==> config.mk <==
export PLATFORM = sky130hd
export DESIGN_NAME = fifo_queue_with_delete_core
export DESIGN_NICKNAME = d
export VERILOG_FILES = /design/src/fqd_pkg.sv /design/src/fqd_ram.sv /design/src/fifo_queue_with_delete_core.sv
export SDC_FILE = /design/constraint.sdc
export NUM_CORES = 1
export LEC_CHECK = 0
export ABC_AREA = 1
export BUFFER_PORTS_ARGS = -buffer_cell sky130_fd_sc_hd__buf_2
export CELL_PAD_IN_SITES_DETAIL_PLACEMENT = 1
export CELL_PAD_IN_SITES_GLOBAL_PLACEMENT = 1
export CORE_MARGIN = 8
export CORE_UTILIZATION = 38
export CTS_BUF_LIST = sky130_fd_sc_hd__clkbuf_2 sky130_fd_sc_hd__clkbuf_4 sky130_fd_sc_hd__clkbuf_8
export DETAILED_ROUTE_END_ITERATION = 7
export PLACE_DENSITY_LB_ADDON = 0.05
export SETUP_SLACK_MARGIN = 0.1
export SYNTH_ARGS = -nofsm -noshare
export SYNTH_HDL_FRONTEND = slang
export SYNTH_SLANG_ARGS = --single-unit
==> constraint.sdc <==
create_clock -name clk_i -period 5 [get_ports clk_i]
set_clock_uncertainty 0.1 [all_clocks]
set_input_delay 1 -clock clk_i [delete_from_list [all_inputs] [get_ports clk_i]]
set_output_delay 1 -clock clk_i [all_outputs]
set_load 0.01 [all_outputs]
==> src/fqd_pkg.sv <==
// ----------------------------------------------------------------------------
// fqd_pkg
// Shared constants, types and helpers for the handle queue with delete.
// ----------------------------------------------------------------------------
package fqd_pkg;

  // queue geometry
  localparam int DEPTH       = 16;
  localparam int VALUE_WIDTH = 32;
  localparam int PTR_W       = $clog2(DEPTH);
  localparam int OFF_W       = PTR_W + 1;
  localparam int SUM_W       = PTR_W + 2;
  localparam int CNT_W       = $clog2(DEPTH + 1);

  // request codes
  typedef enum logic [1:0] {
    REQ_ENQ  = 2'd0,
    REQ_DEQ  = 2'd1,
    REQ_DEL  = 2'd2,
    REQ_ITER = 2'd3
  } req_e;

  // result status codes
  typedef enum logic [2:0] {
    ST_OK       = 3'd0,
    ST_EMPTY    = 3'd1,
    ST_NOTFOUND = 3'd2,
    ST_FULL     = 3'd3,
    ST_ZERO     = 3'd4
  } status_e;

  // control sequencer states
  typedef enum logic [4:0] {
    S_IDLE  = 5'b00001,
    S_DEQ   = 5'b00010,
    S_SCAN  = 5'b00100,
    S_SHIFT = 5'b01000,
    S_ITER  = 5'b10000
  } state_e;

  // ram write port
  typedef struct packed {
    logic                   en;
    logic [PTR_W-1:0]       addr;
    logic [VALUE_WIDTH-1:0] data;
  } wr_t;

  // physical slot of a logical position in the ring
  function automatic logic [PTR_W-1:0] fqd_wrap(logic [PTR_W-1:0] base,
                                                logic [OFF_W-1:0] off);
    logic [SUM_W-1:0] sum;
    sum = SUM_W'(base) + SUM_W'(off);
    if (sum >= SUM_W'(DEPTH)) begin
      sum = sum - SUM_W'(DEPTH);
    end
    return sum[PTR_W-1:0];
  endfunction

endpackage

==> src/fqd_ram.sv <==
// ----------------------------------------------------------------------------
// fqd_ram
// Entry store: one write port, one read port with registered read data.
// ----------------------------------------------------------------------------
module fqd_ram
  import fqd_pkg::*;
(
  input  logic                   clk_i,
  input  wr_t                    wr_i,
  input  logic [PTR_W-1:0]       raddr_i,
  output logic [VALUE_WIDTH-1:0] rdata_o
);

  logic [VALUE_WIDTH-1:0] mem [DEPTH];
  logic [VALUE_WIDTH-1:0] rdata_q;

  // write port
  always_ff @(posedge clk_i) begin
    if (wr_i.en) begin
      mem[wr_i.addr] <= wr_i.data;
    end
  end

  // read port, registered read data
  always_ff @(posedge clk_i) begin
    rdata_q <= mem[raddr_i];
  end

  assign rdata_o = rdata_q;

endmodule

==> src/fifo_queue_with_delete_core.sv <==
// ----------------------------------------------------------------------------
// fifo_queue_with_delete_core
// Ordered queue of nonzero handles held in a ring in one synchronous RAM,
// with enqueue, dequeue, delete by value and iterate.
//
//   channel   | ports                                       | handshake
//   ----------+---------------------------------------------+------------------
//   request   | req_type_i, value_i                         | start && !busy
//   result    | status_o, item_value_o, count_o, last_o     | done_o strobe
//
// Enqueue and every refused or empty-queue request are answered straight
// from idle; dequeue waits in S_DEQ for the front entry. Delete reads the
// ring one entry a cycle from the front and, on a hit, writes each later
// entry back one slot forward as it is read, so it reads every entry whether
// it hits or misses. Iterate emits one result a cycle, front to rear. Reset
// clears the control state and the count; the RAM keeps its contents.
// Results are held one cycle and the receiver cannot stall them.
// ----------------------------------------------------------------------------
module fifo_queue_with_delete_core
  import fqd_pkg::*;
(
  input  logic                   clk_i,
  input  logic                   rst_ni,
  input  logic                   start,
  output logic                   busy,
  input  logic [1:0]             req_type_i,
  input  logic [VALUE_WIDTH-1:0] value_i,
  output logic                   done_o,
  output logic [2:0]             status_o,
  output logic [VALUE_WIDTH-1:0] item_value_o,
  output logic [CNT_W-1:0]       count_o,
  output logic                   last_o
);

  state_e                 state_q, state_d;
  logic [PTR_W-1:0]       head_q, head_d;
  logic [CNT_W-1:0]       cnt_q, cnt_d;
  logic [PTR_W-1:0]       idx_q, idx_d;
  logic [VALUE_WIDTH-1:0] val_q, val_d;

  logic                   done_q, done_d;
  status_e                status_q, status_d;
  logic [VALUE_WIDTH-1:0] item_q, item_d;
  logic [CNT_W-1:0]       ocnt_q, ocnt_d;
  logic                   last_q, last_d;

  wr_t                    wr;
  logic [PTR_W-1:0]       raddr;
  logic [VALUE_WIDTH-1:0] rdata;

  logic [OFF_W-1:0]       idx_nx;
  logic                   is_last;
  logic                   full;
  req_e                   req;

  // entry store
  fqd_ram u_ram (
    .clk_i   (clk_i),
    .wr_i    (wr),
    .raddr_i (raddr),
    .rdata_o (rdata)
  );

  // position helpers
  assign idx_nx  = OFF_W'(idx_q) + OFF_W'(1);
  assign is_last = (idx_nx == OFF_W'(cnt_q));
  assign full    = (cnt_q == CNT_W'(DEPTH));
  assign req     = req_e'(req_type_i);

  // sequencer
  always_comb begin
    state_d  = state_q;
    head_d   = head_q;
    cnt_d    = cnt_q;
    idx_d    = idx_q;
    val_d    = val_q;
    done_d   = 1'b0;
    status_d = ST_OK;
    item_d   = '0;
    ocnt_d   = cnt_q;
    last_d   = 1'b1;
    wr       = '0;
    raddr    = fqd_wrap(head_q, idx_nx);

    unique case (state_q)
      S_IDLE: begin
        raddr = head_q;
        if (start) begin
          val_d = value_i;
          idx_d = '0;
          unique case (req)
            REQ_ENQ: begin
              done_d = 1'b1;
              if (value_i == '0) begin
                status_d = ST_ZERO;
              end else if (full) begin
                status_d = ST_FULL;
              end else begin
                wr.en   = 1'b1;
                wr.addr = fqd_wrap(head_q, OFF_W'(cnt_q));
                wr.data = value_i;
                cnt_d   = cnt_q + CNT_W'(1);
                ocnt_d  = cnt_q + CNT_W'(1);
              end
            end
            REQ_DEQ: begin
              if (cnt_q == '0) begin
                done_d   = 1'b1;
                status_d = ST_EMPTY;
              end else begin
                state_d = S_DEQ;
              end
            end
            REQ_DEL: begin
              if (value_i == '0) begin
                done_d   = 1'b1;
                status_d = ST_ZERO;
              end else if (cnt_q == '0) begin
                done_d   = 1'b1;
                status_d = ST_NOTFOUND;
              end else begin
                state_d = S_SCAN;
              end
            end
            REQ_ITER: begin
              if (cnt_q == '0) begin
                done_d   = 1'b1;
                status_d = ST_EMPTY;
              end else begin
                state_d = S_ITER;
              end
            end
          endcase
        end
      end

      // front entry arrives: hand it out and advance the head
      S_DEQ: begin
        done_d  = 1'b1;
        item_d  = rdata;
        cnt_d   = cnt_q - CNT_W'(1);
        ocnt_d  = cnt_q - CNT_W'(1);
        head_d  = fqd_wrap(head_q, OFF_W'(1));
        state_d = S_IDLE;
      end

      // compare one entry a cycle, next read already issued
      S_SCAN: begin
        if (rdata == val_q) begin
          if (is_last) begin
            done_d  = 1'b1;
            cnt_d   = cnt_q - CNT_W'(1);
            ocnt_d  = cnt_q - CNT_W'(1);
            state_d = S_IDLE;
          end else begin
            idx_d   = idx_nx[PTR_W-1:0];
            state_d = S_SHIFT;
          end
        end else if (is_last) begin
          done_d   = 1'b1;
          status_d = ST_NOTFOUND;
          state_d  = S_IDLE;
        end else begin
          idx_d = idx_nx[PTR_W-1:0];
        end
      end

      // close the gap: entry read at idx goes back to idx-1
      S_SHIFT: begin
        wr.en   = 1'b1;
        wr.addr = fqd_wrap(head_q, OFF_W'(idx_q) - OFF_W'(1));
        wr.data = rdata;
        if (is_last) begin
          done_d  = 1'b1;
          cnt_d   = cnt_q - CNT_W'(1);
          ocnt_d  = cnt_q - CNT_W'(1);
          state_d = S_IDLE;
        end else begin
          idx_d = idx_nx[PTR_W-1:0];
        end
      end

      // one result per entry, front to rear
      S_ITER: begin
        done_d = 1'b1;
        item_d = rdata;
        last_d = is_last;
        if (is_last) begin
          state_d = S_IDLE;
        end else begin
          idx_d = idx_nx[PTR_W-1:0];
        end
      end

      default: begin
        state_d = S_IDLE;
      end
    endcase
  end

  // control state
  always_ff @(posedge clk_i or negedge rst_ni) begin
    if (!rst_ni) begin
      state_q <= S_IDLE;
      head_q  <= '0;
      cnt_q   <= '0;
      idx_q   <= '0;
      done_q  <= 1'b0;
    end else begin
      state_q <= state_d;
      head_q  <= head_d;
      cnt_q   <= cnt_d;
      idx_q   <= idx_d;
      done_q  <= done_d;
    end
  end

  // payload registers
  always_ff @(posedge clk_i) begin
    val_q    <= val_d;
    status_q <= status_d;
    item_q   <= item_d;
    ocnt_q   <= ocnt_d;
    last_q   <= last_d;
  end

  // result transfer
  assign busy         = (state_q != S_IDLE);
  assign done_o       = done_q;
  assign status_o     = status_q;
  assign item_value_o = item_q;
  assign count_o      = ocnt_q;
  assign last_o       = last_q;

endmodule
==> impl_metrics.csv, run 1 <==
group,metric,value,unit
detailed_routing,post_drt_via_cell_ratio,5.16,
clocking,cts_tree,"built",
critical_path,crit_buf_inv,5,
synthesis,avgSynthCellArea,11.8,sq um
synthesis,synthCells,2235,
final_layout,fin_nets,2444,
final_layout,final_cell_area,0.0302,sq mm
global_route,grt_pass1_vias,18500,
sta,period_minus_slack,3890,ps
synthesis,synth_warnings,0,
critical_path,r2r_slack,1110,ps
clocking,cts-resized-gates,0,
floorplan,coreArea,0.0685,sq mm
sta,finalSetupViolations,0,
sta,fmax,257,MHz
clocking,cts_buffers,109,
synthesis,ys_types,35,
synthesis,syn_nets,2295,
global_route,antenna_found_initial,2,
critical_path,end_kind,"flip-flop",
power_and_ir_drop,power_density,711,mW/mm^2
power_and_ir_drop,switching_share,44.9,%
place,placed_cell_area,0.0280,sq mm
power_and_ir_drop,p_leak,11.7,nW
floorplan,start_util,38.4,%
critical_path,worst_ep_required_time,5280,ps
detailed_routing,antenna_left,0,
sta,hold_viol,0,
power_and_ir_drop,intPower,11.8,mW
clocking,cts_setup_buffers,0,
global_route,grt_usage,19.3,%
critical_path,path_delay_family,"simple AND/OR/NAND/NOR gates",
final_layout,drive_above_1_share,15.3,%
synthesis,synth_edf_count,544,
global_route,grt_pass1_wl,115,mm
sta,slew_violations,0,
floorplan,die_w,279,um
sta,tightest_slew,1010,ps
clocking,cts_hold_buf,0,
sta,rsz0062_at_grt,"false",
clocking,clk_latency,700,ps
hold_path,hold_path_class,"input port to async pin",
global_route,grt_max_degree,138,
place,hpwl,46.8,mm
sta,period_share,77.8,%
synthesis,async_reset_ff_share,2.99,%
floorplan,io_pins,80,
place,routabilityCongestion,0.752,
detailed_routing,drt_iter0_drc,807,
critical_path,crit_path_start_kind,"flip-flop",
clocking,htreeDepth,3,
detailed_routing,drc,0,
critical_path,cp_cell_sequence,"inv_1 > ha_1 > inv_1 > ha_1 > nand2_1 > nand2_1 > a21oi_1 > inv_1 > o21ai_0 > o21ai_0 > inv_1 > nand2_1 > nor2_4 > buf_4",
sta,holdWs,179,ps
detailed_routing,dr.pass1.iters,5,
power_and_ir_drop,p_clk_share,21.5,%
critical_path,cp_slowest_stage_delay,530,ps
clocking,clock_sink_count,636,
floorplan,rows,96,
synthesis,yosysSeqAreaShare,69.6,%
sta,tns,0,ps
floorplan,die_h,279,um
place,place_ws,549,ps
critical_path,crit_path_max_fanout,14,
power_and_ir_drop,combPwrFrac,47.7,%
power_and_ir_drop,p_sw,9.62,mW
clocking,clock_path_buffers,3,
final_layout,area_growth,14.9,%
synthesis,ys_ff_latch,636,
critical_path,cpMaxStageDelayCell,"nor2_4",
critical_path,cp_common_cell,"inv_1",
detailed_routing,detail_route.wl_per_cell,22.6,um
sta,timing.slew.headroom,32.6,%
critical_path,cp.arrival,4180,ps
detailed_routing,vias,17300,
clocking,root_buffer,"clkbuf_8",
global_route,overflow,0,
power_and_ir_drop,total_power,21.4,mW
run,cap_violations,0,
floorplan,dieArea,0.0778,sq mm
sta,setup_slack,1110,ps
synthesis,netlist_area,0.0263,sq mm
power_and_ir_drop,peakVddDrop,0.970,mV
detailed_routing,drt_wl_total,75.9,mm
outcome,status,"finished, final reports clean",
power_and_ir_drop,p_seq_share,30.8,%
clocking,clk_pin_slew,60,ps
synthesis,synth_ff_type,"edfxtp_1",
place,port_buffers,79,
critical_path,critPathKind,"flip-flop to flip-flop",
==> cells by family after synthesis <==
family,synth area share [%]
simple gates,12.3
flops,69.6
buf+inv,6.58
compound gates,9.04
xor+xnor,1.33
fa+ha+maj,1.18
==> synthesized netlist by cell type (3+ instances only) <==
master / n / area share (%)
nor2_1: 152 / 2.2
dfrtp_1: 18 / 1.7
ha_1: 20 / 0.95
xor2_1: 9 / 0.30
inv_2: 4 / 0.057
o22ai_1: 34 / 0.81
a21oi_1: 13 / 0.25
edfxtp_1: 544 / 62
buf_6: 6 / 0.26
o211ai_1: 224 / 6.4
inv_1: 276 / 3.9
fa_1: 3 / 0.23
nand2_1: 451 / 6.4
nor3_1: 7 / 0.13
nand4_1: 12 / 0.29
o21ai_1: 16 / 0.30
clkbuf_1: 8 / 0.11
buf_4: 24 / 0.69
nand3_1: 156 / 3.0
dfxtp_1: 73 / 5.6
o21ai_0: 60 / 1.1
buf_2: 76 / 1.4
xnor2_1: 31 / 1.0
buf_1: 4 / 0.057
==> area by class of cell <==
class	instances	area, sq um
antenna	1	2.50
clock buffer	161	1960
fill	7304	38300
timing repair buffer	156	1110
inverter	281	1060
multi-input combinational	1200	6470
sequential	636	18300
clock inverter	41	193
tap	882	1100
==> worst register-to-register path, stage by stage, from the launching register on <==
cell and delay (ps):
dfrtp_1 410, inv_1 120, ha_1 420, inv_1 110, ha_1 280, nand2_1 70
nand2_1 50, a21oi_1 120, inv_1 70, o21ai_0 330, o21ai_0 280, inv_1 130
nand2_1 240, nor2_4 530, buf_4 310
==> power by group through the flow <==
stage	registers (mW)	clock network [mW]	logic, mW
2_1_floorplan	6.64	0	7.14
3_3_place_gp	6.70	0	10.3
3_5_place_dp	6.71	0	10.5
4_1_cts	6.61	4.75	10.5
5_1_grt	6.64	4.96	11.5
6_report	6.60	4.61	10.2
==> layer usage <==
layer  up-vias  GRT usage, %  wire (um)
met4         0          6.79       2390
met2       306          32.6      36700
met1      8788          25.0      34100
li1       8108             -          -
met3       138          3.31       2700
met5         -             0          0
==> per-stage QoR <==
| stage | util [%] | cells |
|---|---|---|
| 2_1_floorplan | - | 2235 |
| 3_3_place_gp | 40.9 | 3155 |
| 3_5_place_dp | 40.9 | 3155 |
| 4_1_cts | 44.1 | 3357 |
| 5_1_grt | 44.1 | 3358 |
| 6_report | 44.1 | 3358 |
==> final timing paths <==
check | cells past startpoint | to | start
setup / recovery | 14 | u_ram.mem[3][27] | idx_q[0]
hold / removal | 1 | done_o | rst_ni
setup reg to reg | 14 | u_ram.mem[3][27] | idx_q[0]
hold reg to reg | 2 | item_value_o[25] | u_ram.rdata_o[25]
max in group asynchronous | 1 | state_q[0] | rst_ni
min in group clk_i | 2 | item_value_o[25] | u_ram.rdata_o[25]
==> sequential cells by signal, summed over array words and instances, names as in the netlist <==
| name | flops |
|---|---|
| cnt_q | 5 |
| count_o | 5 |
| done_o | 1 |
| head_q | 4 |
| idx_q | 4 |
| item_value_o | 32 |
| last_o | 1 |
| state_q | 5 |
| status_o | 3 |
| u_ram.mem | 512 |
| u_ram.rdata_o | 32 |
| val_q | 32 |
==> placed cells by master (no fill, tap or decap), types with 2 or more instances in the layout <==
master,instances
nor2_1,136
nand2_1,451
nand2_2,2
xor2_1,9
inv_2,3
nor3_1,7
clkbuf_4,41
o21ai_0,60
nand3_1,156
nand4_1,12
buf_12,11
o21ai_1,15
dfxtp_1,73
ha_1,20
nor2_4,18
clkbuf_8,120
edfxtp_1,544
o211ai_1,224
o21ai_4,3
o22ai_1,27
inv_1,275
o22ai_2,7
buf_2,79
buf_4,66
clkinv_1,21
fa_1,3
inv_6,2
xnor2_1,31
dfrtp_1,18
clkinv_2,19
a21oi_1,13
Power figures use the tool's default switching activity.
==> run 2, diff against run 1 <==
Clock period 5 ns to 3.8 ns, I/O delays scaled along.
==> run 2 against run 1 <==
Non-clock buffer count rose by 24. Utilization rose by 0.73 points. Power rose by 34%.
==> impl_metrics.csv, run 2 (synthesized netlist as in run 1, its figures left out) <==
group,metric,value,unit
final_layout,fin_nets,2470,
global_route,grt_max_degree,84,
detailed_routing,drt_iter0_drc,1037,
detailed_routing,dr.pass1.iters,5,
floorplan,start_util,38.4,%
power_and_ir_drop,p_leak,11.9,nW
global_route,grt_pass1_wl,115,mm
hold_path,hold_path_class,"input port to flip-flop",
place,place_ws,-59.0,ps
global_route,overflow,0,
sta,holdWs,148,ps
clocking,cts_buffers,111,
sta,fmax,292,MHz
power_and_ir_drop,total_power,28.7,mW
detailed_routing,detail_route.wl_per_cell,22.6,um
place,hpwl,48.9,mm
power_and_ir_drop,peakVddDrop,1.00,mV
detailed_routing,drc,0,
sta,finalSetupViolations,0,
detailed_routing,antenna_left,0,
clocking,clock_path_buffers,3,
run,cap_violations,0,
final_layout,fin_cells,3387,
final_layout,area_growth,16.8,%
place,routabilityCongestion,0.775,
sta,tightest_slew,938,ps
clocking,clk_pin_slew,60,ps
outcome,status,"finished, final reports clean",
sta,slew_violations,0,
final_layout,largest_reg_flops,512,
clocking,clk_latency,710,ps
clocking,cts_setup_buffers,0,
sta,setup_slack,372,ps
final_layout,layout_commonest_cell,"edfxtp_1",
clocking,cts_tree,"built",
critical_path,worst_ep_required_time,4080,ps
clocking,htreeDepth,3,
sta,rsz0062_at_grt,"false",
floorplan,coreArea,0.0685,sq mm
global_route,antenna_found_initial,2,
detailed_routing,drt_wl_total,76.5,mm
global_route,grt_pass1_vias,18700,
critical_path,crit_path_start_kind,"flip-flop",
detailed_routing,post_drt_via_cell_ratio,5.11,
global_route,grt_usage,19.5,%
clocking,root_buffer,"clkbuf_8",
sta,period_share,90.2,%
detailed_routing,vias,17300,
floorplan,dieArea,0.0778,sq mm
critical_path,critPathKind,"flip-flop to flip-flop",
floorplan,die_h,279,um
final_layout,drive_above_1_share,16.2,%
sta,timing.slew.headroom,37.4,%
sta,hold_viol,0,
final_layout,top_register,"u_ram.mem",
critical_path,cp.arrival,3700,ps
power_and_ir_drop,power_density,937,mW/mm^2
final_layout,final_cell_mix,"544 x edfxtp_1, 451 x nand2_1, 275 x inv_1",
floorplan,rows,96,
place,port_buffers,79,
place,dp.cells,3178,
critical_path,crit_path_max_fanout,14,
sta,tns,0,ps
clocking,clock_sink_count,636,
floorplan,die_w,279,um
final_layout,nFillCells,7285,
sta,period_minus_slack,3430,ps
critical_path,end_kind,"flip-flop",
floorplan,io_pins,80,
-- run 2: cell count changes in the layout (fill, tap and decap cells not counted), sizes merged, moves of 4 or more --
cell,delta
buf,+23
diode,+4
clkinv,-21
clkbuf,+19
clkinvlp,+4
-- run 2: worst max-delay path: stages, from the launching register on --
cell     delay (ps)
dfrtp_1         430
inv_1           140
ha_1            330
inv_1           110
ha_1            240
nand2_1          70
nand2_1          50
a21oi_1         120
inv_1            70
a21oi_1         130
o21ai_0         100
buf_4           140
o21ai_1         220
nand2_1         340
nor2_4          230
buf_4           290
-- run 2: area by class of cell --
cell class	instances	area [sq um]	area share, %
Antenna cell	5	12.5	0.0408
Inverter	281	1060	3.45
Tap cell	882	1100	3.60
Sequential cell	636	18300	59.6
Clock buffer	180	2130	6.93
Timing Repair Buffer	180	1540	5.03
Multi-Input combinational cell	1200	6430	21.0
Clock inverter	23	130	0.424
-- run 2: what timing repair did --
| item | CTS | global route |
|---|---|---|
| hold buffers | 1 | 0 |
| resized for setup | 0 | 1 |
| endpoints found under the setup margin | 0 | 8 |
| hold endpoints to repair | 18 | 0 |
-- run 2: path summary, 6_finish.rpt --
path                       slack [ps]  depth (start not counted)                 to              start
setup reg to reg                  370                         15  u_ram.mem[15][25]           idx_q[0]
setup / recovery                  370                         15  u_ram.mem[15][25]           idx_q[0]
max in group asynchronous        2760                          2         state_q[0]             rst_ni
hold / removal                    150                          1          val_q[27]        value_i[27]
min in group asynchronous         470                          2         state_q[4]             rst_ni
hold reg to reg                   370                          2   item_value_o[14]  u_ram.rdata_o[14]
-- run 2: power breakdown --
part | total (mW) | leakage (nW) | internal [mW] | switching [mW]
logic | 13.7 | 4.81 | 4.40 | 9.34
registers | 8.69 | 5.92 | 8.31 | 0.380
clock network | 6.30 | 1.20 | 3.52 | 2.78
total | 28.7 | 11.9 | 16.2 | 12.5
-- run 2: through the flow --
step                      util [%]  instance area (sq um)
after floorplan                  -                  26300
after global placement        41.5                  28400
after global routing          44.8                  30700
final                         44.8                  30700
after CTS                     44.8                  30700
after detailed placement      41.5                  28400
-- run 2: per-layer routing --
layer	vias up	global-route usage, %	wire length [um]
li1	8152	-	-
met1	8665	24.4	33100
met2	325	33.7	37500
met3	156	3.19	2760
met4	0	7.97	3090
met5	-	0	0
==> run 3, diff against run 2 <==
Settings changed: CORE_UTILIZATION 38 to 45.
==> run 3 against run 2 <==
Critical path type unchanged. Sequential power about the same. Non-clock buffer count up 22. Fmax down 2.2%. Clock power down 1%. Wire length up 1.3%. Count of clock-buffer cells in the layout down 35. Setup slack worse by 78 ps. Flip-flop and latch count unchanged. Register-to-register slack worse by 80 ps. Sequential share of layout area up 0.056 points. Utilization up 8.3 points.
==> impl_metrics.csv, run 3 (synthesized netlist as in run 1, its figures left out) <==
group,metric,value,unit
floorplan,start_util,45.5,%
critical_path,end_kind,"flip-flop",
sta,rsz0062_at_grt,"false",
critical_path,crit_buf_inv,6,
final_layout,top_register,"u_ram.mem",
critical_path,cp_common_cell,"inv_1",
detailed_routing,antenna_left,0,
clocking,clk_pin_slew,60,ps
run,cap_violations,0,
floorplan,dieArea,0.0664,sq mm
clocking,cts_tree,"built",
final_layout,diodes,0,
sta,finalSetupViolations,0,
sta,slew_violations,0,
final_layout,drive_above_1_share,16.4,%
global_route,grt_usage,23.1,%
place,hpwl,49.1,mm
sta,hold_viol,0,
detailed_routing,drt_wl_total,77.4,mm
sta,setup_slack,294,ps
clocking,clock_path_buffers,3,
final_layout,fin_util,53.1,%
sta,timing.slew.headroom,56.1,%
final_layout,largest_reg_flops,512,
clocking,clk_latency,700,ps
critical_path,cp_slowest_stage_delay,420,ps
detailed_routing,dr.pass1.iters,7,
floorplan,coreArea,0.0577,sq mm
critical_path,cp.arrival,3780,ps
clocking,htreeDepth,3,
place,routabilityCongestion,0.809,
sta,period_minus_slack,3510,ps
detailed_routing,vias,17600,
floorplan,io_pins,80,
floorplan,die_w,258,um
sta,fmax,285,MHz
final_layout,final_cell_mix,"544 x edfxtp_1, 447 x nand2_1, 276 x inv_1",
detailed_routing,drt_iter0_drc,1149,
critical_path,critPathKind,"flip-flop to flip-flop",
detailed_routing,post_drt_via_cell_ratio,5.37,
global_route,antenna_found_initial,0,
place,place_ws,162,ps
clocking,cts_buffers,105,
final_layout,area_growth,16.7,%
power_and_ir_drop,p_leak,12.0,nW
global_route,grt_max_degree,115,
critical_path,path_delay_family,"buffers and inverters",
floorplan,die_h,258,um
critical_path,crit_path_start_kind,"flip-flop",
critical_path,cpMaxStageDelayCell,"ha_2",
hold_path,hold_path_class,"input port to flip-flop",
global_route,grt_pass1_wl,117,mm
final_layout,nFillCells,6040,
place,port_buffers,79,
clocking,root_buffer,"clkbuf_8",
critical_path,crit_path_max_fanout,20,
critical_path,cp_cell_sequence,"inv_1 > ha_2 > inv_1 > ha_1 > nand2_1 > nand2_1 > a21oi_1 > inv_1 > a21oi_1 > o21ai_0 > buf_4 > o21ai_0 > nand2_2 > buf_4 > nor2_4 > buf_12",
sta,period_share,92.3,%
detailed_routing,drc,0,
power_and_ir_drop,peakVddDrop,0.844,mV
outcome,status,"finished, final reports clean",
clocking,clock_sink_count,636,
global_route,grt_pass1_vias,19000,
detailed_routing,detail_route.wl_per_cell,23.6,um
final_layout,layout_commonest_cell,"edfxtp_1",
power_and_ir_drop,power_density,955,mW/mm^2
global_route,overflow,0,
final_layout,fin_nets,2487,
critical_path,worst_ep_required_time,4080,ps
floorplan,rows,88,
sta,tightest_slew,658,ps
## run 3: cell types whose count changed in the layout (fill, tap and decap cells not counted), moves of 5 or more
cell / delta
diode_2: -5
bufinv_16: +5
clkbuf_8: -7
clkbuf_4: -28
clkinv_2: +13
clkinv_1: +14
buf_4: +19
## run 3: worst register-to-register path, cell delays in order, from the launching register on
cell	delay, ps
dfrtp_1	400
inv_1	130
ha_2	420
inv_1	100
ha_1	280
nand2_1	70
nand2_1	50
a21oi_1	140
inv_1	70
a21oi_1	140
o21ai_0	120
buf_4	150
o21ai_0	230
nand2_2	100
buf_4	210
nor2_4	260
buf_12	240
## run 3: layout make-up
cell class                 count  area, sq um  area share, %
inverter                     281         1060           3.45
clock inverter                53          380           1.24
tap                          765          957           3.12
multi-input combinational   1201         6450           21.0
timing repair buffer         202         1710           5.58
clock buffer                 145         1820           5.94
sequential                   636        18300           59.6
## run 3: path summary, 6_finish.rpt
check / startpoint / endpoint / slack [ps] / cells after the start
worst min register to register: u_ram.rdata_o[11] / item_value_o[11] / 380 / 2
min in group asynchronous: rst_ni / head_q[2] / 500 / 2
worst min-delay path: value_i[24] / val_q[24] / 160 / 1
worst max register to register: idx_q[0] / u_ram.mem[12][26] / 290 / 16
worst max-delay path: idx_q[0] / u_ram.mem[12][26] / 290 / 16
max in group asynchronous: rst_ni / state_q[0] / 2730 / 2
## run 3: routing by layer
| metal | GRT usage [%] | part of all wire, % | vias up |
|---|---|---|---|
| met4 | 7.30 | 2.4 | 0 |
| met3 | 3.66 | 4.2 | 103 |
| met1 | 29.8 | 43 | 8958 |
| li1 | - | - | 8191 |
| met5 | 0 | 0 | - |
| met2 | 39.7 | 50 | 385 |
## run 3: through the flow
stage | TNS, ps | total power, mW | hold WS [ps] | instances | instance area [sq um]
after global placement | 0 | 23.0 | 372 | 3067 | 28300
after floorplan | -7490 | 18.1 | 343 | 2235 | 26300
final | 0 | 29.3 | 156 | 3283 | 30600
after CTS | 0 | 29.6 | 84.2 | 3266 | 30500
after detailed placement | 0 | 23.3 | 374 | 3067 | 28300
after global routing | 0 | 31.2 | 98.9 | 3283 | 30600
## run 3: what timing repair did
action / in CTS / in global routing
gates resized for setup: 0 / 9
endpoints found under the hold margin: 18 / 0
setup buffers: 0 / 16
setup endpoints to repair: 0 / 448
hold buffers: 1 / 0
## run 3: where the power goes
group | total [mW] | leakage (nW) | internal, mW | switching, mW
sequential | 8.69 | 5.92 | 8.31 | 0.384
clock | 6.24 | 1.17 | 3.45 | 2.79
combinational | 14.3 | 4.93 | 4.40 | 9.94
